## src/hw/rtl/assert_macros.svh

```systemverilog
// Assertion macros shared by the tracker RTL.
`ifndef ASSERT_MACROS_SVH
`define ASSERT_MACROS_SVH

// Same-cycle implication, clocked on aclk, off during reset.
`define DORLT_ASSERT(label, ante, cons, msg) \
    label: assert property (@(posedge aclk) disable iff (!aresetn) (ante) |-> (cons)) \
        else $error(msg);

// Next-cycle implication, clocked on aclk, off during reset.
`define DORLT_ASSERT_NEXT(label, ante, cons, msg) \
    label: assert property (@(posedge aclk) disable iff (!aresetn) (ante) |=> (cons)) \
        else $error(msg);

`endif

```

## src/hw/rtl/dorlt_pkg.sv

```systemverilog
// Package: constants, types and register map of the open-row latency tracker.
`default_nettype none
package dorlt_pkg;

    localparam int BYTE_LANE_BITS = 3;
    localparam int DIMM_BITS       = 1;
    localparam int BANK_BITS       = 3;
    localparam int RANK_BITS       = 1;
    localparam int MAX_ROW_BITS    = 20;
    localparam int ADDR_BITS       = 40;

    localparam int ENTRY_INDEX_BITS = DIMM_BITS + RANK_BITS + BANK_BITS;
    localparam int ENTRY_COUNT      = 1 << ENTRY_INDEX_BITS;

    localparam int FIELD_W = 5;
    localparam int LAT_W   = 16;
    localparam int POS_W   = 7;

    localparam int QUEUE_DEPTH = 2;
    localparam int QPTR_W      = $clog2(QUEUE_DEPTH);
    localparam int QCNT_W      = $clog2(QUEUE_DEPTH + 1);

    localparam int PDATA_W  = 32;
    localparam int REG_IDX_W = 3;
    localparam int PADDR_W  = REG_IDX_W + 2;

    typedef enum logic [REG_IDX_W-1:0] {
        REG_COL_LOW_BITS       = 3'd0,
        REG_COL_HIGH_BITS      = 3'd1,
        REG_ROW_BITS           = 3'd2,
        REG_READ_HIT_LATENCY   = 3'd3,
        REG_WRITE_HIT_LATENCY  = 3'd4,
        REG_READ_MISS_LATENCY  = 3'd5,
        REG_WRITE_MISS_LATENCY = 3'd6
    } reg_idx_t;

    localparam logic [FIELD_W-1:0] COL_LOW_BITS_RST  = 5'd2;
    localparam logic [FIELD_W-1:0] COL_HIGH_BITS_RST = 5'd5;
    localparam logic [FIELD_W-1:0] ROW_BITS_RST      = 5'd14;
    localparam logic [LAT_W-1:0]   HIT_LATENCY_RST   = 16'd25;
    localparam logic [LAT_W-1:0]   MISS_LATENCY_RST  = 16'd65;

    typedef struct packed {
        logic [FIELD_W-1:0] col_low_bits;
        logic [FIELD_W-1:0] col_high_bits;
        logic [FIELD_W-1:0] row_bits;
        logic [LAT_W-1:0]   read_hit_latency;
        logic [LAT_W-1:0]   write_hit_latency;
        logic [LAT_W-1:0]   read_miss_latency;
        logic [LAT_W-1:0]   write_miss_latency;
    } cfg_t;

    typedef struct packed {
        logic                        flush;
        logic                        is_write;
        logic [ENTRY_INDEX_BITS-1:0] idx;
        logic [MAX_ROW_BITS-1:0]     row;
    } req_t;

    typedef struct packed {
        logic pop;
        logic flush;
    } back_stat_t;

endpackage
`default_nettype wire

```

## src/hw/rtl/dorlt_front.sv

```systemverilog
// Front end: slices the access address into entry index and row.
`default_nettype none
module dorlt_front (
    input  wire logic                             s_kind,
    input  wire logic [dorlt_pkg::ADDR_BITS-1:0]  s_address,
    input  wire logic                             s_is_write,
    input  wire dorlt_pkg::cfg_t                  cfg,
    output dorlt_pkg::req_t                       req
);
    import dorlt_pkg::*;

    logic [POS_W-1:0]        bank_pos;
    logic [POS_W-1:0]        rank_pos;
    logic [POS_W-1:0]        row_pos;
    logic [FIELD_W-1:0]      row_width;
    logic [MAX_ROW_BITS-1:0] row_mask;
    logic [ADDR_BITS-1:0]    bank_sh;
    logic [ADDR_BITS-1:0]    rank_sh;
    logic [ADDR_BITS-1:0]    row_sh;
    logic [DIMM_BITS-1:0]    dimm;
    logic [BANK_BITS-1:0]    bank;
    logic [RANK_BITS-1:0]    rank;

    always_comb begin
        bank_pos = POS_W'(BYTE_LANE_BITS + DIMM_BITS) + POS_W'(cfg.col_low_bits);
        rank_pos = bank_pos + POS_W'(BANK_BITS) + POS_W'(cfg.col_high_bits);
        row_pos  = rank_pos + POS_W'(RANK_BITS);
        row_width = (cfg.row_bits > FIELD_W'(MAX_ROW_BITS)) ?
                    FIELD_W'(MAX_ROW_BITS) : cfg.row_bits;
        row_mask = ~({MAX_ROW_BITS{1'b1}} << row_width);

        bank_sh = s_address >> bank_pos;
        rank_sh = s_address >> rank_pos;
        row_sh  = s_address >> row_pos;

        dimm = s_address[BYTE_LANE_BITS +: DIMM_BITS];
        bank = bank_sh[BANK_BITS-1:0];
        rank = rank_sh[RANK_BITS-1:0];

        req.flush    = s_kind;
        req.is_write = s_is_write;
        req.idx      = {dimm, rank, bank};
        req.row      = row_sh[MAX_ROW_BITS-1:0] & row_mask;
    end

endmodule
`default_nettype wire

```

## src/hw/rtl/dorlt_fifo.sv

```systemverilog
// Short request queue between front end and back end.
`default_nettype none
module dorlt_fifo (
    input  wire logic              aclk,
    input  wire logic              aresetn,
    input  wire logic              push_valid,
    output logic                   push_ready,
    input  wire dorlt_pkg::req_t   push_data,
    output logic                   pop_valid,
    input  wire logic              pop_ready,
    output dorlt_pkg::req_t        pop_data
);
    import dorlt_pkg::*;

    req_t              mem_reg [QUEUE_DEPTH];
    logic [QPTR_W-1:0] wr_ptr_reg, wr_ptr_next;
    logic [QPTR_W-1:0] rd_ptr_reg, rd_ptr_next;
    logic [QCNT_W-1:0] count_reg, count_next;
    logic              push;
    logic              pop;

    always_comb begin
        push_ready = (count_reg != QCNT_W'(QUEUE_DEPTH));
        pop_valid  = (count_reg != '0);
        pop_data   = mem_reg[rd_ptr_reg];
        push       = push_valid && push_ready;
        pop        = pop_valid && pop_ready;

        wr_ptr_next = wr_ptr_reg;
        rd_ptr_next = rd_ptr_reg;
        count_next  = count_reg;
        if (push) begin
            wr_ptr_next = (wr_ptr_reg == QPTR_W'(QUEUE_DEPTH - 1)) ? '0 : wr_ptr_reg + 1'b1;
        end
        if (pop) begin
            rd_ptr_next = (rd_ptr_reg == QPTR_W'(QUEUE_DEPTH - 1)) ? '0 : rd_ptr_reg + 1'b1;
        end
        if (push && !pop) begin
            count_next = count_reg + 1'b1;
        end else if (pop && !push) begin
            count_next = count_reg - 1'b1;
        end
    end

    always_ff @(posedge aclk) begin
        if (!aresetn) begin
            wr_ptr_reg <= '0;
            rd_ptr_reg <= '0;
            count_reg  <= '0;
        end else begin
            wr_ptr_reg <= wr_ptr_next;
            rd_ptr_reg <= rd_ptr_next;
            count_reg  <= count_next;
        end
    end

    always_ff @(posedge aclk) begin
        if (push) begin
            mem_reg[wr_ptr_reg] <= push_data;
        end
    end

endmodule
`default_nettype wire

```

## src/hw/rtl/dorlt_back.sv

```systemverilog
// Back end: open-row table lookup and update, result register.
`default_nettype none
module dorlt_back (
    input  wire logic                         aclk,
    input  wire logic                         aresetn,
    input  wire dorlt_pkg::cfg_t              cfg,
    input  wire logic                         req_valid,
    output logic                              req_ready,
    input  wire dorlt_pkg::req_t              req,
    output logic                              m_valid,
    input  wire logic                         m_ready,
    output logic [dorlt_pkg::LAT_W-1:0]       m_latency,
    output logic                              m_row_hit,
    output dorlt_pkg::back_stat_t             stat
);
    import dorlt_pkg::*;

    logic [MAX_ROW_BITS-1:0] open_row_reg [ENTRY_COUNT];
    logic [ENTRY_COUNT-1:0]  row_valid_reg, row_valid_next;
    logic                    m_valid_reg, m_valid_next;
    logic [LAT_W-1:0]        latency_reg, latency_next;
    logic                    row_hit_reg, row_hit_next;
    logic                    pop;
    logic                    hit;

    always_comb begin
        req_ready = !m_valid_reg || m_ready;
        pop       = req_valid && req_ready;
        hit       = row_valid_reg[req.idx] && (open_row_reg[req.idx] == req.row);

        row_valid_next = row_valid_reg;
        m_valid_next   = m_valid_reg;
        latency_next   = latency_reg;
        row_hit_next   = row_hit_reg;

        if (pop) begin
            m_valid_next = 1'b1;
            if (req.flush) begin
                row_valid_next = '0;
                latency_next   = '0;
                row_hit_next   = 1'b0;
            end else if (hit) begin
                latency_next = req.is_write ? cfg.write_hit_latency : cfg.read_hit_latency;
                row_hit_next = 1'b1;
            end else begin
                row_valid_next[req.idx] = 1'b1;
                latency_next = req.is_write ? cfg.write_miss_latency : cfg.read_miss_latency;
                row_hit_next = 1'b0;
            end
        end else if (m_ready) begin
            m_valid_next = 1'b0;
        end

        stat.pop   = pop;
        stat.flush = req.flush;
    end

    always_ff @(posedge aclk) begin
        if (!aresetn) begin
            row_valid_reg <= '0;
            m_valid_reg   <= 1'b0;
        end else begin
            row_valid_reg <= row_valid_next;
            m_valid_reg   <= m_valid_next;
        end
    end

    always_ff @(posedge aclk) begin
        latency_reg <= latency_next;
        row_hit_reg <= row_hit_next;
        if (pop && !req.flush && !hit) begin
            open_row_reg[req.idx] <= req.row;
        end
    end

    assign m_valid   = m_valid_reg;
    assign m_latency = latency_reg;
    assign m_row_hit = row_hit_reg;

endmodule
`default_nettype wire

```

## src/hw/rtl/dram_open_row_latency_tracker.sv

```systemverilog
// Top level: DRAM open-row latency tracker with APB register port.
//
//   channel   dir   handshake              payload
//   s_        in    s_valid / s_ready      s_kind, s_address, s_is_write
//   m_        out   m_valid / m_ready      m_latency, m_row_hit
//   apb       in    psel/penable/pready    paddr, pwdata, prdata
//
// One transaction per cycle sustained while m_ready is held high; an accepted
// transaction is written into the queue, then a table read-modify-write loads the result register.
// Reset clears all open-row valid bits together; no clearing pass.
// Front and back are split by a two-entry queue, so a stalled m_ channel only
// backs up s_ready once the queue and result register are full.
`default_nettype none
module dram_open_row_latency_tracker (
    input  wire logic                               aclk,
    input  wire logic                               aresetn,
    input  wire logic                               s_valid,
    output logic                                    s_ready,
    input  wire logic                               s_kind,
    input  wire logic [dorlt_pkg::ADDR_BITS-1:0]    s_address,
    input  wire logic                               s_is_write,
    output logic                                    m_valid,
    input  wire logic                               m_ready,
    output logic [dorlt_pkg::LAT_W-1:0]             m_latency,
    output logic                                    m_row_hit,
    input  wire logic                               psel,
    input  wire logic                               penable,
    input  wire logic                               pwrite,
    input  wire logic [dorlt_pkg::PADDR_W-1:0]      paddr,
    input  wire logic [dorlt_pkg::PDATA_W-1:0]      pwdata,
    output logic [dorlt_pkg::PDATA_W-1:0]           prdata,
    output logic                                    pready
);
    import dorlt_pkg::*;
`include "assert_macros.svh"

    logic [FIELD_W-1:0] col_low_bits_reg, col_low_bits_next;
    logic [FIELD_W-1:0] col_high_bits_reg, col_high_bits_next;
    logic [FIELD_W-1:0] row_bits_reg, row_bits_next;
    logic [LAT_W-1:0]   read_hit_latency_reg, read_hit_latency_next;
    logic [LAT_W-1:0]   write_hit_latency_reg, write_hit_latency_next;
    logic [LAT_W-1:0]   read_miss_latency_reg, read_miss_latency_next;
    logic [LAT_W-1:0]   write_miss_latency_reg, write_miss_latency_next;

    cfg_t               cfg;
    reg_idx_t           reg_idx;
    logic               cfg_wr;
    req_t               fe_req;
    req_t               q_req;
    logic               q_valid;
    logic               q_ready;
    back_stat_t         be_stat;

    always_comb begin
        pready  = 1'b1;
        reg_idx = reg_idx_t'(paddr[PADDR_W-1:2]);
        cfg_wr  = psel && penable && pwrite && pready;

        col_low_bits_next       = col_low_bits_reg;
        col_high_bits_next      = col_high_bits_reg;
        row_bits_next           = row_bits_reg;
        read_hit_latency_next   = read_hit_latency_reg;
        write_hit_latency_next  = write_hit_latency_reg;
        read_miss_latency_next  = read_miss_latency_reg;
        write_miss_latency_next = write_miss_latency_reg;
        if (cfg_wr) begin
            case (reg_idx)
                REG_COL_LOW_BITS:       col_low_bits_next       = pwdata[FIELD_W-1:0];
                REG_COL_HIGH_BITS:      col_high_bits_next      = pwdata[FIELD_W-1:0];
                REG_ROW_BITS:           row_bits_next           = pwdata[FIELD_W-1:0];
                REG_READ_HIT_LATENCY:   read_hit_latency_next   = pwdata[LAT_W-1:0];
                REG_WRITE_HIT_LATENCY:  write_hit_latency_next  = pwdata[LAT_W-1:0];
                REG_READ_MISS_LATENCY:  read_miss_latency_next  = pwdata[LAT_W-1:0];
                REG_WRITE_MISS_LATENCY: write_miss_latency_next = pwdata[LAT_W-1:0];
                default: ;
            endcase
        end

        case (reg_idx)
            REG_COL_LOW_BITS:       prdata = PDATA_W'(col_low_bits_reg);
            REG_COL_HIGH_BITS:      prdata = PDATA_W'(col_high_bits_reg);
            REG_ROW_BITS:           prdata = PDATA_W'(row_bits_reg);
            REG_READ_HIT_LATENCY:   prdata = PDATA_W'(read_hit_latency_reg);
            REG_WRITE_HIT_LATENCY:  prdata = PDATA_W'(write_hit_latency_reg);
            REG_READ_MISS_LATENCY:  prdata = PDATA_W'(read_miss_latency_reg);
            REG_WRITE_MISS_LATENCY: prdata = PDATA_W'(write_miss_latency_reg);
            default:                prdata = '0;
        endcase

        cfg.col_low_bits       = col_low_bits_reg;
        cfg.col_high_bits      = col_high_bits_reg;
        cfg.row_bits           = row_bits_reg;
        cfg.read_hit_latency   = read_hit_latency_reg;
        cfg.write_hit_latency  = write_hit_latency_reg;
        cfg.read_miss_latency  = read_miss_latency_reg;
        cfg.write_miss_latency = write_miss_latency_reg;
    end

    always_ff @(posedge aclk) begin
        if (!aresetn) begin
            col_low_bits_reg       <= COL_LOW_BITS_RST;
            col_high_bits_reg      <= COL_HIGH_BITS_RST;
            row_bits_reg           <= ROW_BITS_RST;
            read_hit_latency_reg   <= HIT_LATENCY_RST;
            write_hit_latency_reg  <= HIT_LATENCY_RST;
            read_miss_latency_reg  <= MISS_LATENCY_RST;
            write_miss_latency_reg <= MISS_LATENCY_RST;
        end else begin
            col_low_bits_reg       <= col_low_bits_next;
            col_high_bits_reg      <= col_high_bits_next;
            row_bits_reg           <= row_bits_next;
            read_hit_latency_reg   <= read_hit_latency_next;
            write_hit_latency_reg  <= write_hit_latency_next;
            read_miss_latency_reg  <= read_miss_latency_next;
            write_miss_latency_reg <= write_miss_latency_next;
        end
    end

    dorlt_front u_front (
        .s_kind     (s_kind),
        .s_address  (s_address),
        .s_is_write (s_is_write),
        .cfg        (cfg),
        .req        (fe_req)
    );

    dorlt_fifo u_fifo (
        .aclk       (aclk),
        .aresetn    (aresetn),
        .push_valid (s_valid),
        .push_ready (s_ready),
        .push_data  (fe_req),
        .pop_valid  (q_valid),
        .pop_ready  (q_ready),
        .pop_data   (q_req)
    );

    dorlt_back u_back (
        .aclk      (aclk),
        .aresetn   (aresetn),
        .cfg       (cfg),
        .req_valid (q_valid),
        .req_ready (q_ready),
        .req       (q_req),
        .m_valid   (m_valid),
        .m_ready   (m_ready),
        .m_latency (m_latency),
        .m_row_hit (m_row_hit),
        .stat      (be_stat)
    );

    `DORLT_ASSERT_NEXT(a_flush_result, be_stat.pop && be_stat.flush, m_valid && (m_latency == '0) && !m_row_hit, "flush result not zero")
    `DORLT_ASSERT(a_pop_slot_free, be_stat.pop, !m_valid || m_ready, "result overwritten")
    `DORLT_ASSERT(a_hit_latency, m_valid && m_row_hit, (m_latency == read_hit_latency_reg) || (m_latency == write_hit_latency_reg), "hit with non-hit latency")

endmodule
`default_nettype wire
```

## config.mk

```make
export PLATFORM = sky130hd
export DESIGN_NAME = dram_open_row_latency_tracker
export DESIGN_NICKNAME = d
export VERILOG_FILES = /design/src/hw/rtl/dorlt_pkg.sv /design/src/hw/rtl/dorlt_front.sv /design/src/hw/rtl/dorlt_fifo.sv /design/src/hw/rtl/dorlt_back.sv /design/src/hw/rtl/dram_open_row_latency_tracker.sv
export VERILOG_INCLUDE_DIRS = /design/src /design/src/hw/rtl
export SDC_FILE = /design/constraint.sdc
export NUM_CORES = 1
export LEC_CHECK = 0
export BUFFER_PORTS_ARGS = -buffer_cell sky130_fd_sc_hd__buf_4
export CORE_AREA = 3 3 294 296
export DETAILED_ROUTE_END_ITERATION = 12
export DIE_AREA = 0 0 297 299
export SLEW_MARGIN = 25
export SYNTH_ARGS = -nofsm -noshare
export SYNTH_HDL_FRONTEND = slang
export SYNTH_SLANG_ARGS = --single-unit
export TNS_END_PERCENT = 100
```

## constraint.sdc

```tcl
create_clock -name aclk -period 5.66 [get_ports aclk]
set_input_delay 0.283 -clock aclk [delete_from_list [all_inputs] [get_ports aclk]]
set_output_delay 0.283 -clock aclk [all_outputs]
set_load 0.01 [all_outputs]
```

[Yosys cells after proc, flatten, opt, wreduce, memory -nomap -nowiden]
Memories as Yosys holds them, arrays and structs flattened. A register that Yosys moved wholly into a read port is not among the register bits.
Cells that the tools add are included.
Cells by class
  shifts and indexed selects: 4
  magnitude comparators: 3
  bitwise gates (word level): 3
  muxes and demuxes: 24
  add/subtract/negate cells: 8
  reduce and logical (&&, ||, !) cells: 28
  equality and inequality tests: 9
Operators by type and width (number)
  $pmux 16 s7: 1
  $mux 32: 2
  $mux 16: 3
  $shr 40x7->1: 1
  $shr 40x7->20: 1
  $shr 40x7->3: 1
  $or 32x32->32: 1
  $and 20x20->20: 1
  $eq 20x20->1: 1
  $not 20->20: 1
  $shl 20x5->20 const A: 1
  $reduce_and 2->1: 8
  $mux 1: 13
  $logic_and 1x1->1: 10
  $eq 3x3->1 const B: 3
  $add 7x1->7 const B: 1
  $add 7x2->7 const B: 1
  $add 7x5->7: 1
  $add 3x5->6 const A: 1
  $eq 3x2->1 const B: 2
  $lt 5x6->1 const B: 1
  $reduce_bool 2->1: 3
  $bmux 1 s5: 1
  $demux 1 s5: 1
  other kinds (13): 19
Storage, ports and cells
  output and inout port bits: 52
  memories kept: 2
  input port bits: 86
  bits in writable memories: 694
  bits in registers: 133
Memory list
  u_back.open_row_reg: words 32, bits a word 20, rd ports 1, clocked after Yosys merged registers in 0, write ports 1, line dorlt_back.sv:18  | logic [MAX_ROW_BITS-1:0] open_row_reg [ENTRY_COUNT];
  u_fifo.mem_reg: words 2, bits a word 27, rd ports 1, clocked after Yosys merged registers in 1, write ports 1, line dorlt_fifo.sv:15  | req_t mem_reg [QUEUE_DEPTH];

[Longest topological paths before layout]
  depth after elaboration: 7
  depth in mapped cells: 19
  mapped depth without buffers: 14

[By module]
From an unflattened synthesis, not the netlist that was laid out.
Unflattened totals
  cells, all modules: 2465
  area total of the unflattened synthesis: 37103.1 µm²
By module, submodules not included
  dorlt_back: times used 1, cells each 1525, area an instance 27219.9 µm²
  dorlt_front: times used 1, cells each 430, area an instance 3871.2 µm²
  dram_open_row_latency_tracker: times used 1, cells each 402, area an instance 3823.7 µm²
  dorlt_fifo: times used 1, cells each 108, area an instance 2188.3 µm²

[Worst setup path after synthesis]
No wires, ideal clock.
  path kind: reg2reg
  from: register (tool-made name)
  to: memory u_back.open_row_reg[21][0], enable pin
  path slack: 391 ps
  buffers on the path: 6
  cell stages (with the launch flop): 16
  arrival: 4821 ps
  setup time: 448 ps
  clock period less this slack: 5269 ps
  required time: 5212 ps
  cells stage by stage: dfxtp_1 buf_6 buf_2 mux2i_2 buf_2 buf_2 clkbuf_1 nand2_1 a32oi_1 nand4_1 nor4b_1 xnor2_1 nand4_1 nor4_1 buf_2 nor4_1
RTL lines (line)
  to (decl): dorlt_back.sv:18

==> flow_metrics.env <==
export IMPL_grt_overflow=0
export IMPL_min_to="u_back.m_valid"
export IMPL_drtPass1Iterations=6
export IMPL_die_h_um=299
export IMPL_crit_required_ns=6.02
export IMPL_crit_type="reg -> reg"
export IMPL_die_area_sq_um=88800
export IMPL_ys_flop_type="edfxtp_1"
export IMPL_antenna_found_initial=3
export IMPL_cellPowerDensity_nw_per_um2=388.9
export IMPL_numCtsBuffers=86
export IMPL_grt_pass1_wl_mm=171.6
export IMPL_via_count=26230
export IMPL_ys_seq_elements=828
export IMPL_worst_pin_slew_ns=1.138
export IMPL_path_clk_slew_ns=0.06
export IMPL_final_cell_mix="edfxtp_1 (711), nand2_1 (432), a21oi_1 (216)"
export IMPL_grt_usage=0.2570
export IMPL_totalWireLength_mm=116.3
export IMPL_clkSinkCount=828
export IMPL_hp_class="in -> reg"
export IMPL_gp_congestion=0.9224
export IMPL_period_needed_ns=5.252
export IMPL_worstHoldPathCells=3
export IMPL_rows=106
export IMPL_cts_buffer_depth=3
export IMPL_clock_latency_ns=0.65
export IMPL_yosys_warnings=0
export IMPL_drive_gt1_frac=0.1790
export IMPL_cts_hold_buf=19
export IMPL_async_flop_share=0
export IMPL_nets=3135
export IMPL_syn_area_sq_um=37790
export IMPL_cap_violations=0
export IMPL_r2r_slack_ns=0.41
export IMPL_tritoncts="built"
export IMPL_syn2layout_area_growth_pct=15.57
export IMPL_power_leakage_nw=15.14
export IMPL_start_util=0.4509
export IMPL_routedLengthMet1_mm=47.51
export IMPL_status="complete, no violations"
export IMPL_hold_viol_final=0
export IMPL_rsz0062_at_grt="no"
export IMPL_yosys_top_cells_area="edfxtp_1 (56%), dfxtp_1 (6.2%), mux2i_1 (4.7%)"
export IMPL_drc=0
export IMPL_top_layer="met4"
export IMPL_final_max_slew_viol_count=0
export IMPL_slew_headroom=0.2217
export IMPL_setup_violations=0
export IMPL_cts_resized=0
export IMPL_worstSetupStartpointType="flip-flop"
export IMPL_fmax_mhz=190.4
export IMPL_synth_edf_count=711
export IMPL_cp_max_fo=53
export IMPL_endpoint_kind="flip-flop"
export IMPL_final_common_cell="edfxtp_1"
export IMPL_core_sq_um=83820
export IMPL_cts_htree_levels=3
export IMPL_power_w=0.01699
export IMPL_worstPathArrival_ns=5.61
export IMPL_largest_reg_flops=640
export IMPL_wl_per_cell_um=27.41
export IMPL_timing_rr_end="u_back.open_row_reg[25][10]"
export IMPL_grt_pass1_vias=25580
export IMPL_io_pins=138
export IMPL_ys_types=80
export IMPL_synth_top_area_frac=0.5649
export IMPL_synthCells=2890
export IMPL_antenna_left=0
export IMPL_port_buffers=102
export IMPL_die_w_um=297
export IMPL_postCtsSetupRepairBufs=0
export IMPL_fin_setup_tns_ns=0
export IMPL_hpwlAfterDp_mm=73.41
export IMPL_met2_length_mm=55.59
export IMPL_drt_iter0_drc=2951
export IMPL_hp_start="m_ready"
export IMPL_reg2reg_depth=14
export IMPL_via_per_inst=6.185
export IMPL_post_route_period_util=0.9279
export IMPL_synth_top_cell_by_area="edfxtp_1"
export IMPL_wl_met3_mm=8.837
export IMPL_fin_skew_ns=0.04434
export IMPL_ir_drop_uv=265.0
export IMPL_grt_max_degree=88
export IMPL_yosysSeqAreaShare=0.6269
export IMPL_root_buffer="clkbuf_16"
export IMPL_avgSynthCellArea_sq_um=13.08
[Yosys cell counts (all sizes together) (15+ instances only)]
cell type	count
and2	20
nand4	26
a32oi	53
o21ai	43
nand3	55
a211oi	15
xnor2	15
a21boi	56
nand2	432
and3	32
a21o	126
clkbuf	132
nor3	38
mux2i	180
o22ai	23
dfxtp	117
a21oi	220
a22o	16
a41oi	17
a32o	41
mux4	70
nor2b	19
buf	102
nor4	38
inv	23
edfxtp	711
mux2	58
nor2	47
[where the power goes]
group	switching [W]	leakage, nW	total (W)	internal (W)
clock network	0.00235	1.30	0.00540	0.00304
logic	0.00282	6.45	0.00413	0.00131
registers	0.000117	7.39	0.00746	0.00734
[through the flow]
step / std cells / hold slack (ns) / cell area [sq um] / utilization / setup WS [ns]
6_report: 4241 / 0.05667 / 43680 / 0.5211 / 0.4079
3_3_place_gp: 4062 / 0.4448 / 40790 / 0.4866 / 0.6064
3_5_place_dp: 4062 / 0.4569 / 40790 / 0.4867 / 0.5227
5_1_grt: 4240 / 0.05133 / 43670 / 0.5210 / 0.3645
2_1_floorplan: 2905 / 0.3819 / 37850 / - / 0.3909
4_1_cts: 4240 / 0.02080 / 43670 / 0.5210 / 0.4914
[worst max-delay path: stages, from the launching register on]
cell and delay (ns):
dfxtp_2 0.48, buf_4 0.34, nand3b_1 0.19, buf_12 0.31, buf_4 0.28, a21o_1 0.13, o2111ai_1 0.29, a2111oi_0 1.10
and3_1 0.30, o22a_1 0.15, nand4_1 0.09, or4_2 0.63, buf_12 0.20, and3_1 0.18, buf_4 0.20
[per-layer routing]
| layer | vias to the layer above | GRT usage |
|---|---|---|
| met5 | - | 0 |
| met4 | 0 | 0.09129 |
| met3 | 239 | 0.03625 |
| met2 | 1256 | 0.4227 |
| met1 | 13260 | 0.3506 |
| li1 | 11480 | - |
[cell type report]
type	count	area (sq um)
fill	7063	40140
antenna	1	2.502
timing repair buffer	276	2645
tap	1134	1419
multi-input combinational	1820	13140
clock inverter	46	365.4
sequential	828	23690
inverter	23	86.33
clock buffer	113	2320
[worst max path at each step]
stage               from                     endpoint  slack (ns)  cells after the start
5_1_grt        flip-flop          u_back.m_latency[8]        0.36                     12
2_1_floorplan  flip-flop   u_back.open_row_reg[21][0]        0.39                     15
3_3_place_gp   flip-flop          u_back.m_latency[8]        0.61                     14
3_5_place_dp   flip-flop          u_back.m_latency[8]        0.52                     14
6_report       flip-flop  u_back.open_row_reg[25][10]        0.41                     14
4_1_cts        flip-flop  u_back.open_row_reg[25][10]        0.49                     14
[cell families after synthesis]
family | count (synthesis) | share of synthesized area
AO/OA/AOI/OAI | 693 | 0.1284
adder cells (fa/ha/maj) | 14 | 0.004834
buffers and inverters | 257 | 0.03211
other | 2 | 0.0001987
flip-flops | 828 | 0.6269
AND/OR/NAND/NOR | 765 | 0.09495
XOR/XNOR | 23 | 0.005330
multiplexers | 308 | 0.1073
(Power assumes the default switching activity.)
